### src/rtl/blcs_pkg.sv
// Shared types and constants for the bounded lexicographic combination stepper.
// Used by the weight memory, the sequencer, the top level, the checker and the testbench.
// No dependencies.
package blcs_pkg;

	localparam int WORD_W  = 32;
	localparam int SUM_W   = 38;
	localparam int IDX_W   = 5;
	localparam int LEN_W   = 6;
	localparam int DEPTH   = 32;
	localparam int CMD_W   = 2;

	// Register indexes on the configuration port.
	localparam logic [0:0] REG_THRESHOLD = 1'b0;
	localparam logic [0:0] REG_LENGTH    = 1'b1;

	typedef logic signed [WORD_W-1:0] weight_t;
	typedef logic signed [SUM_W-1:0]  sum_t;
	typedef logic [WORD_W-1:0]        bits_t;
	typedef logic [IDX_W-1:0]         idx_t;
	typedef logic [LEN_W-1:0]         len_t;

	typedef enum logic [CMD_W-1:0] {
		CMD_LOAD  = 2'd0,
		CMD_START = 2'd1,
		CMD_NEXT  = 2'd2
	} cmd_t;

	typedef enum logic [2:0] {
		ST_IDLE,
		ST_SUM,
		ST_SUM_END,
		ST_STEP_RD,
		ST_STEP_EX,
		ST_RESULT
	} state_t;

	typedef struct packed {
		weight_t threshold;
		len_t    len;
	} cfg_t;

	typedef struct packed {
		logic [CMD_W-1:0] cmd;
		idx_t             index;
		weight_t          weight;
		len_t             ones;
	} item_t;

	typedef struct packed {
		logic    we;
		idx_t    waddr;
		weight_t wdata;
		idx_t    raddr_a;
		idx_t    raddr_b;
	} mem_req_t;

	typedef struct packed {
		bits_t combination;
		logic  found;
	} res_t;

	function automatic sum_t sext_w(input weight_t v);
		return {{(SUM_W-WORD_W){v[WORD_W-1]}}, v};
	endfunction

endpackage

### src/rtl/bounded_lex_combination_stepper_core.sv
// Top level of the bounded lexicographic combination stepper.
// Depends on blcs_pkg, blcs_wmem and blcs_ctrl.
//
// Usage: words arrive on the slave stream (s_tvalid/s_tready). s_tuser carries the
// command: load a weight, start a combination, or step to the next combination.
// A load word writes one signed Q16.16 weight into the table and gives no result.
// A start or next word gives exactly one result word on the master stream, with
// the combination in m_tdata and the found flag in m_tuser.
// A load is written into the table as it is accepted. A start goes to the result
// state and then to the output register once that is free. A next word first sums
// the weights of the current string below the top position (one table read per
// cycle) and then scans pairs from the top down, each pair in ST_STEP_RD (read
// two weights) and ST_STEP_EX (add and compare). The single weight memory has
// registered read ports.
// Reset clears the current string, sets threshold to zero and length to 32; the
// weight table holds no defined value until loaded.
// The output register lets the block accept and work on the next word while the
// previous result waits on m_tready; a further result waits inside the sequencer
// and s_tready stays low until the output register frees up. The user must write the
// configuration port (cfg_we, cfg_index, cfg_wdata) only while idle; not enforced.
module bounded_lex_combination_stepper_core #(
	parameter int MAX_LENGTH = 32
) (
	input  logic        clk,
	input  logic        arst_n,
	input  logic        s_tvalid,
	output logic        s_tready,
	input  logic [47:0] s_tdata,   // weight_index[4:0], weight_value[36:5], ones_count[42:37]
	input  logic [1:0]  s_tuser,   // command[1:0]
	output logic        m_tvalid,
	input  logic        m_tready,
	output logic [31:0] m_tdata,   // combination[31:0]
	output logic        m_tuser,   // found[0]
	input  logic        cfg_we,
	input  logic [0:0]  cfg_index,
	input  logic [31:0] cfg_wdata
);

	// The string never exceeds the 32-entry table.
	localparam int LEN_LIM = (MAX_LENGTH < blcs_pkg::DEPTH) ? MAX_LENGTH : blcs_pkg::DEPTH;

	blcs_pkg::weight_t  threshold_q;
	blcs_pkg::len_t     length_q;
	blcs_pkg::cfg_t     cfg;
	blcs_pkg::item_t    item;
	blcs_pkg::mem_req_t mem_req;
	blcs_pkg::weight_t  rd_a;
	blcs_pkg::weight_t  rd_b;
	blcs_pkg::res_t     res;
	logic               res_valid;
	logic               out_free;
	logic               m_tvalid_q;
	logic [31:0]        m_tdata_q;
	logic               m_tuser_q;

	// Configuration registers.
	always_ff @(posedge clk or negedge arst_n) begin
		if (!arst_n) begin
			threshold_q <= '0;
			length_q    <= blcs_pkg::LEN_W'(32);
		end else if (cfg_we) begin
			unique case (cfg_index)
				blcs_pkg::REG_THRESHOLD: threshold_q <= cfg_wdata;
				blcs_pkg::REG_LENGTH:    length_q    <= cfg_wdata[blcs_pkg::LEN_W-1:0];
				default:                 threshold_q <= threshold_q;
			endcase
		end
	end

	// The sequencer sees the length already saturated to the usable size.
	assign cfg.threshold = threshold_q;
	assign cfg.len = (length_q > blcs_pkg::LEN_W'(LEN_LIM)) ?
	                 blcs_pkg::LEN_W'(LEN_LIM) : length_q;

	// Unpack the input word.
	assign item.cmd    = s_tuser;
	assign item.index  = s_tdata[4:0];
	assign item.weight = s_tdata[36:5];
	assign item.ones   = s_tdata[42:37];

	blcs_wmem u_wmem (
		.clk  (clk),
		.req  (mem_req),
		.rd_a (rd_a),
		.rd_b (rd_b)
	);

	blcs_ctrl u_ctrl (
		.clk       (clk),
		.arst_n    (arst_n),
		.cfg       (cfg),
		.in_valid  (s_tvalid),
		.item      (item),
		.in_ready  (s_tready),
		.mem_req   (mem_req),
		.rd_a      (rd_a),
		.rd_b      (rd_b),
		.res_valid (res_valid),
		.res       (res),
		.res_take  (out_free)
	);

	// Output register: takes a new result whenever it is empty or being drained.
	assign out_free = !m_tvalid_q || m_tready;

	always_ff @(posedge clk or negedge arst_n) begin
		if (!arst_n) begin
			m_tvalid_q <= 1'b0;
		end else if (res_valid && out_free) begin
			m_tvalid_q <= 1'b1;
		end else if (m_tready) begin
			m_tvalid_q <= 1'b0;
		end
	end

	always_ff @(posedge clk) begin
		if (res_valid && out_free) begin
			m_tdata_q <= res.combination;
			m_tuser_q <= res.found;
		end
	end

	assign m_tvalid = m_tvalid_q;
	assign m_tdata  = m_tdata_q;
	assign m_tuser  = m_tuser_q;

endmodule

### src/rtl/blcs_wmem.sv
// Weight table: one write port and two registered read ports.
// Depends on blcs_pkg.
module blcs_wmem (
	input  logic               clk,
	input  blcs_pkg::mem_req_t req,
	output blcs_pkg::weight_t  rd_a,
	output blcs_pkg::weight_t  rd_b
);

	blcs_pkg::weight_t mem [blcs_pkg::DEPTH];
	blcs_pkg::weight_t rd_a_q;
	blcs_pkg::weight_t rd_b_q;

	// Writes happen only while the sequencer is idle, when read data is unused.
	always_ff @(posedge clk) begin
		if (req.we) begin
			mem[req.waddr] <= req.wdata;
		end
		rd_a_q <= mem[req.raddr_a];
		rd_b_q <= mem[req.raddr_b];
	end

	assign rd_a = rd_a_q;
	assign rd_b = rd_b_q;

endmodule

### src/rtl/blcs_ctrl.sv
// Sequencer and datapath: table loads, start, prefix sum and backward scan over the weight table.
// Depends on blcs_pkg; drives the request port of blcs_wmem.
module blcs_ctrl (
	input  logic               clk,
	input  logic               arst_n,
	input  blcs_pkg::cfg_t     cfg,
	input  logic               in_valid,
	input  blcs_pkg::item_t    item,
	output logic               in_ready,
	output blcs_pkg::mem_req_t mem_req,
	input  blcs_pkg::weight_t  rd_a,
	input  blcs_pkg::weight_t  rd_b,
	output logic               res_valid,
	output blcs_pkg::res_t     res,
	input  logic               res_take
);

	blcs_pkg::state_t  state_q, state_d;
	blcs_pkg::bits_t   bits_q;
	blcs_pkg::idx_t    p_q;
	blcs_pkg::len_t    n_q;
	blcs_pkg::sum_t    q_q;
	blcs_pkg::sum_t    r_q;
	blcs_pkg::weight_t wj_q;
	logic              dv_q;
	logic              db_q;
	blcs_pkg::res_t    res_q;

	logic              accept;
	logic              short_len;
	logic              last_sum;
	blcs_pkg::len_t    len_m1;
	blcs_pkg::len_t    len_m2;
	blcs_pkg::len_t    ones_sat;
	blcs_pkg::bits_t   start_mask;
	blcs_pkg::idx_t    j_c;
	blcs_pkg::len_t    jp1_c;
	blcs_pkg::len_t    jn_c;
	logic              bit_i;
	logic              bit_j;
	logic              attempt;
	logic              keep;
	logic              jset;
	blcs_pkg::sum_t    cand;
	blcs_pkg::bits_t   oh_i;
	blcs_pkg::bits_t   oh_j;
	blcs_pkg::bits_t   moved;
	blcs_pkg::bits_t   tail;
	blcs_pkg::bits_t   after_try;
	blcs_pkg::bits_t   after_collect;

	assign accept    = in_valid && in_ready;
	assign short_len = (cfg.len < blcs_pkg::LEN_W'(2));
	assign len_m1    = cfg.len - blcs_pkg::LEN_W'(1);
	assign len_m2    = cfg.len - blcs_pkg::LEN_W'(2);
	assign last_sum  = ({1'b0, p_q} == len_m2);
	assign ones_sat  = (item.ones > cfg.len) ? cfg.len : item.ones;
	assign start_mask = ~({blcs_pkg::WORD_W{1'b1}} << ones_sat);

	// Scan step: i is p_q, j is i + 1. Positions above j are all zero here.
	assign j_c     = p_q + blcs_pkg::IDX_W'(1);
	assign jp1_c   = {1'b0, j_c} + blcs_pkg::LEN_W'(1);
	assign jn_c    = {1'b0, j_c} + n_q;
	assign bit_i   = bits_q[p_q];
	assign bit_j   = bits_q[j_c];
	assign attempt = bit_i && !bit_j;
	assign cand    = q_q - blcs_pkg::sext_w(rd_a) + blcs_pkg::sext_w(wj_q) + r_q;
	assign keep    = attempt && (cand < blcs_pkg::sext_w(cfg.threshold));
	assign jset    = attempt || bit_j;
	assign oh_i    = blcs_pkg::WORD_W'(1) << p_q;
	assign oh_j    = blcs_pkg::WORD_W'(1) << j_c;
	assign moved   = (bits_q & ~oh_i) | oh_j;
	assign tail    = (~({blcs_pkg::WORD_W{1'b1}} << n_q)) << jp1_c;
	assign after_try     = attempt ? moved : bits_q;
	assign after_collect = jset ? (after_try & ~oh_j) : after_try;

	always_ff @(posedge clk or negedge arst_n) begin
		if (!arst_n) begin
			state_q <= blcs_pkg::ST_IDLE;
		end else begin
			state_q <= state_d;
		end
	end

	always_comb begin
		state_d         = state_q;
		in_ready        = 1'b0;
		res_valid       = 1'b0;
		mem_req.we      = 1'b0;
		mem_req.waddr   = item.index;
		mem_req.wdata   = item.weight;
		mem_req.raddr_a = p_q;
		mem_req.raddr_b = len_m1[blcs_pkg::IDX_W-1:0];
		unique case (state_q)
			blcs_pkg::ST_IDLE: begin
				in_ready = 1'b1;
				if (in_valid) begin
					unique case (item.cmd)
						blcs_pkg::CMD_LOAD: begin
							mem_req.we = 1'b1;
						end
						blcs_pkg::CMD_START: begin
							state_d = blcs_pkg::ST_RESULT;
						end
						blcs_pkg::CMD_NEXT: begin
							state_d = short_len ? blcs_pkg::ST_RESULT : blcs_pkg::ST_SUM;
						end
						default: begin
							state_d = blcs_pkg::ST_IDLE;
						end
					endcase
				end
			end
			blcs_pkg::ST_SUM: begin
				if (last_sum) begin
					state_d = blcs_pkg::ST_SUM_END;
				end
			end
			blcs_pkg::ST_SUM_END: begin
				state_d = blcs_pkg::ST_STEP_RD;
			end
			blcs_pkg::ST_STEP_RD: begin
				mem_req.raddr_b = jn_c[blcs_pkg::IDX_W-1:0];
				state_d = blcs_pkg::ST_STEP_EX;
			end
			blcs_pkg::ST_STEP_EX: begin
				if (keep || (p_q == '0)) begin
					state_d = blcs_pkg::ST_RESULT;
				end else begin
					state_d = blcs_pkg::ST_STEP_RD;
				end
			end
			blcs_pkg::ST_RESULT: begin
				res_valid = 1'b1;
				if (res_take) begin
					state_d = blcs_pkg::ST_IDLE;
				end
			end
			default: begin
				state_d = blcs_pkg::ST_IDLE;
			end
		endcase
	end

	always_ff @(posedge clk or negedge arst_n) begin
		if (!arst_n) begin
			bits_q <= '0;
			p_q    <= '0;
			n_q    <= '0;
			dv_q   <= 1'b0;
		end else begin
			unique case (state_q)
				blcs_pkg::ST_IDLE: begin
					if (accept && (item.cmd == blcs_pkg::CMD_START)) begin
						bits_q <= start_mask;
					end
					if (accept && (item.cmd == blcs_pkg::CMD_NEXT)) begin
						p_q  <= '0;
						n_q  <= '0;
						dv_q <= 1'b0;
					end
				end
				blcs_pkg::ST_SUM: begin
					dv_q <= 1'b1;
					if (!last_sum) begin
						p_q <= p_q + blcs_pkg::IDX_W'(1);
					end
				end
				blcs_pkg::ST_STEP_EX: begin
					if (keep) begin
						bits_q <= moved | tail;
					end else begin
						bits_q <= after_collect;
						n_q    <= n_q + blcs_pkg::LEN_W'(jset);
						p_q    <= p_q - blcs_pkg::IDX_W'(1);
					end
				end
				default: begin
					dv_q <= dv_q;
				end
			endcase
		end
	end

	// Sums and the result word carry no reset; they are loaded before use.
	always_ff @(posedge clk) begin
		unique case (state_q)
			blcs_pkg::ST_IDLE: begin
				q_q <= '0;
				r_q <= '0;
				if (item.cmd == blcs_pkg::CMD_START) begin
					res_q <= '{combination: start_mask, found: 1'b1};
				end else begin
					res_q <= '{combination: '0, found: 1'b0};
				end
			end
			blcs_pkg::ST_SUM: begin
				db_q <= bits_q[p_q];
				if (dv_q && db_q) begin
					q_q <= q_q + blcs_pkg::sext_w(rd_a);
				end
			end
			blcs_pkg::ST_SUM_END: begin
				if (db_q) begin
					q_q <= q_q + blcs_pkg::sext_w(rd_a);
				end
				wj_q <= rd_b;
			end
			blcs_pkg::ST_STEP_EX: begin
				if (keep) begin
					res_q <= '{combination: moved | tail, found: 1'b1};
				end else begin
					// Slide the collected-ones window down to start just after i.
					if (jset) begin
						r_q <= blcs_pkg::sext_w(wj_q) + r_q;
					end else begin
						r_q <= blcs_pkg::sext_w(wj_q) + r_q - blcs_pkg::sext_w(rd_b);
					end
					if (bit_i) begin
						q_q <= q_q - blcs_pkg::sext_w(rd_a);
					end
					wj_q  <= rd_a;
					res_q <= '{combination: '0, found: 1'b0};
				end
			end
			default: begin
				res_q <= res_q;
			end
		endcase
	end

	assign res = res_q;

endmodule

### config.mk
export PLATFORM = sky130hd
export DESIGN_NAME = bounded_lex_combination_stepper_core
export DESIGN_NICKNAME = d
export VERILOG_FILES = /design/src/rtl/blcs_pkg.sv /design/src/rtl/bounded_lex_combination_stepper_core.sv /design/src/rtl/blcs_wmem.sv /design/src/rtl/blcs_ctrl.sv
export SDC_FILE = /design/constraint.sdc
export NUM_CORES = 2
export LEC_CHECK = 0
export BUFFER_PORTS_ARGS = -buffer_cell sky130_fd_sc_hd__buf_2
export CAP_MARGIN = 20
export CORE_ASPECT_RATIO = 1.1
export CORE_UTILIZATION = 45
export DETAILED_ROUTE_END_ITERATION = 8
export PLACE_DENSITY = 0.71
export SYNTH_ARGS = -nofsm -noshare
export SYNTH_HDL_FRONTEND = slang
export SYNTH_HIERARCHICAL = 1
export SYNTH_SLANG_ARGS = --single-unit
### constraint.sdc
create_clock -name clk -period 15.2 [get_ports clk]
set_input_delay 1.52 -clock clk [delete_from_list [all_inputs] [get_ports clk]]
set_output_delay 1.52 -clock clk [all_outputs]
set_load 0.02 [all_outputs]
==> impl_metrics.env <==
export IMPL_outcome="finished, violations left"
export IMPL_violations="DRC"
export IMPL_maxCapViolCount=0
export IMPL_numPortBuffers=117
export IMPL_critPathMaxStageDelay_ns=0.60
export IMPL_dr_pass1_iters=9
export IMPL_grt_pass1_vias=55120
export IMPL_dieArea_mm2=0.1729
export IMPL_htree_levels=4
export IMPL_grt_overflow=0
export IMPL_synth_edf_count=1199
export IMPL_hold_buffers=0
export IMPL_netlist_instances=6593
export IMPL_wl_um=232100
export IMPL_period_minus_slack_ns=10.43
export IMPL_clk_pin_slew_ns=0.06
export IMPL_synthTopCellsByArea="edfxtp_1, mux2i_1, ha_1, a21oi_1, dfrtp_1"
export IMPL_fill_cells=14720
export IMPL_fp_dieW_um=396.6
export IMPL_post_route_cells_drive_above_1_share_pct=8.879
export IMPL_worstPathArrival_ns=10.90
export IMPL_fmax_mhz=95.89
export IMPL_clock_latency_ns=0.80
export IMPL_seq_area_mm2=0.03944
export IMPL_track_usage_pct=26.07
export IMPL_fin_skew_ns=0.03137
export IMPL_setup_viol=0
export IMPL_ys_seq_area_share_pct=51.17
export IMPL_area_delta_synth_final_pct=8.871
export IMPL_synthesis_nets=6975
export IMPL_num_vias=56360
export IMPL_synth_flop_cell="edfxtp_1"
export IMPL_fin_setup_tns_ns=0
export IMPL_rsz0062_at_grt="false"
export IMPL_ant_nets=0
export IMPL_cts_buffers=145
export IMPL_cp_start_kind="register"
export IMPL_coreArea_mm2=0.1692
export IMPL_route_detailed_drc=16
export IMPL_crit_type="register to register"
export IMPL_worst_setup_path_end_kind="register"
export IMPL_tritoncts="yes"
export IMPL_yosysTopAreaCell="edfxtp_1"
export IMPL_gp_congestion=0.9364
export IMPL_maxSlewViolCount=0
export IMPL_rows=158
export IMPL_layout_commonest_cell="edfxtp_1"
export IMPL_nNetsFinal=6895
export IMPL_avgViaCountPerCell=6.348
export IMPL_root_buffer="clkbuf_16"
export IMPL_hold_viol=0
export IMPL_antenna_found_initial=17
export IMPL_cp_required_ns=15.68
export IMPL_fin_crit_sh_pct=68.61
export IMPL_dp_hpwl_um=142900
export IMPL_die_h_um=436.0
export IMPL_grt_max_degree=121
export IMPL_hold_class="register to register"
export IMPL_yosysWarnings=6
export IMPL_postCtsSetupBuffers=0
export IMPL_multi_input_area_mm2=0.03468
export IMPL_clockBufferDepth=3
export IMPL_relSlewSlack_pct=29.53
export IMPL_post_cts_resized=0
export IMPL_ios=123
export IMPL_drtIter0Drc=6240
export IMPL_ys_ff_latch=1349
export IMPL_grt_pass1_wl_um=342700
export IMPL_initial_utilization_pct=45.54
export IMPL_path_max_fanout=27
export IMPL_crit_slowest_cell="a2111oi_0"
export IMPL_synthDistinctLibCells=102
export IMPL_postSynthAreaPerCell_um2=11.69
export IMPL_synth_top_cell_area_share_pct=46.72
export IMPL_layout_common_cells="edfxtp_1, mux2i_1, a21oi_1"
export IMPL_wl_per_cell_um=26.14
export IMPL_async_flop_share_pct=6.375
export IMPL_cts_sinks=1349
export IMPL_tightest_slew_ns=1.057
export IMPL_synth_area_mm2=0.07707
export IMPL_whs_ns=0.4154
## through the flow
step | cell area, µm² | cells | worst slack (ns) | utilization [%]
5_1_grt | 83900 | 8876 | 4.237 | 49.58
4_1_cts | 83870 | 8872 | 4.320 | 49.56
3_5_place_dp | 79230 | 8604 | 4.366 | 46.82
6_report | 83910 | 8879 | 4.772 | 49.58
2_1_floorplan | 77070 | 6593 | 4.634 | -
3_3_place_gp | 79230 | 8603 | 4.401 | 46.82
## worst paths after layout
path / cells after the start / slack, ns / endpoint / from
worst max-delay path: 34 / 4.77 / u_ctrl/wj_q[31]$_DFFE_PP_ / u_ctrl/q_q[0]$_DFFE_PP_
worst min-delay path: 0 / 0.42 / m_tdata[1]$_DFFE_PP_ / u_ctrl/res[2]$_DFFE_PN_
worst max register to register: 34 / 4.77 / u_ctrl/wj_q[31]$_DFFE_PP_ / u_ctrl/q_q[0]$_DFFE_PP_
worst min register to register: 0 / 0.42 / m_tdata[1]$_DFFE_PP_ / u_ctrl/res[2]$_DFFE_PN_
max in group asynchronous: 2 / 13.30 / threshold_q[17]$_DFFE_PN0P_ / arst_n
min in group asynchronous: 1 / 0.66 / u_ctrl/bits_q[8]$_DFFE_PN0P_ / arst_n
## critical path: cells and delay by family, from the launching register on
kind | cells | cell delay, ns
DFF | 1 | 0.40
AOI/OAI and AO/OA | 18 | 5.49
adders and majority gates | 5 | 1.80
xor gates and xnor gates | 2 | 0.53
buffers and inverters | 4 | 0.75
and+or+nand+nor | 5 | 1.11
## final cells by class
type                            count  area share [%]
Timing Repair Buffer              222           1.834
Antenna cell                        5         0.01491
Multi-Input combinational cell   4583           41.33
Sequential cell                  1349           47.01
Clock inverter                     64          0.7337
Clock buffer                      204           4.788
Inverter                          212          0.9484
Tap cell                         2240           3.340
## cell usage after synthesis (108+ instances only)
| cell | count |
|---|---|
| nor3_1 | 132 |
| ha_1 | 251 |
| a22oi_1 | 205 |
| o21ai_0 | 233 |
| nand2_1 | 430 |
| nand3_1 | 253 |
| mux2i_1 | 1068 |
| a22o_1 | 140 |
| inv_1 | 208 |
| clkbuf_1 | 206 |
| edfxtp_1 | 1199 |
| a21oi_1 | 473 |
| xnor2_1 | 108 |
| nor2_1 | 294 |
## registers in the layout, indices dropped and copies added (netlist names), 3 cells and up
signal / count
u_ctrl/r_q: 38
u_wmem/rd_a: 32
u_wmem/rd_b: 32
u_ctrl/bits_q: 32
u_ctrl/p_q: 5
u_ctrl/res: 33
u_ctrl/n_q: 6
m_tdata: 32
u_ctrl/wj_q: 32
u_ctrl/q_q: 38
u_ctrl/state_q: 3
length_q: 6
u_wmem/mem: 1024
threshold_q: 32
## kinds of logic (layout without fill, tap and decap cells)
kind of cell | Yosys count | count (layout) | share of synthesized area [%]
AOI/OAI and AO/OA | 1643 | 1643 | 14.09
xor gates and xnor gates | 150 | 150 | 1.724
adders and majority gates | 297 | 297 | 5.231
buffers and inverters | 661 | 702 | 4.333
DFF | 1349 | 1349 | 51.17
muxes | 1133 | 1133 | 15.29
other | 0 | 5 | 0
and+or+nand+nor | 1360 | 1360 | 8.158
## metal layers
layer	track usage [%]	wire length, µm
met1	34.54	93390
met2	42.12	108400
met3	5.253	22040
met4	9.565	8195
met5	0	85
Power is not shown: default switching activity piles up to over one toggle a cycle in this logic, so the estimate is an artifact.
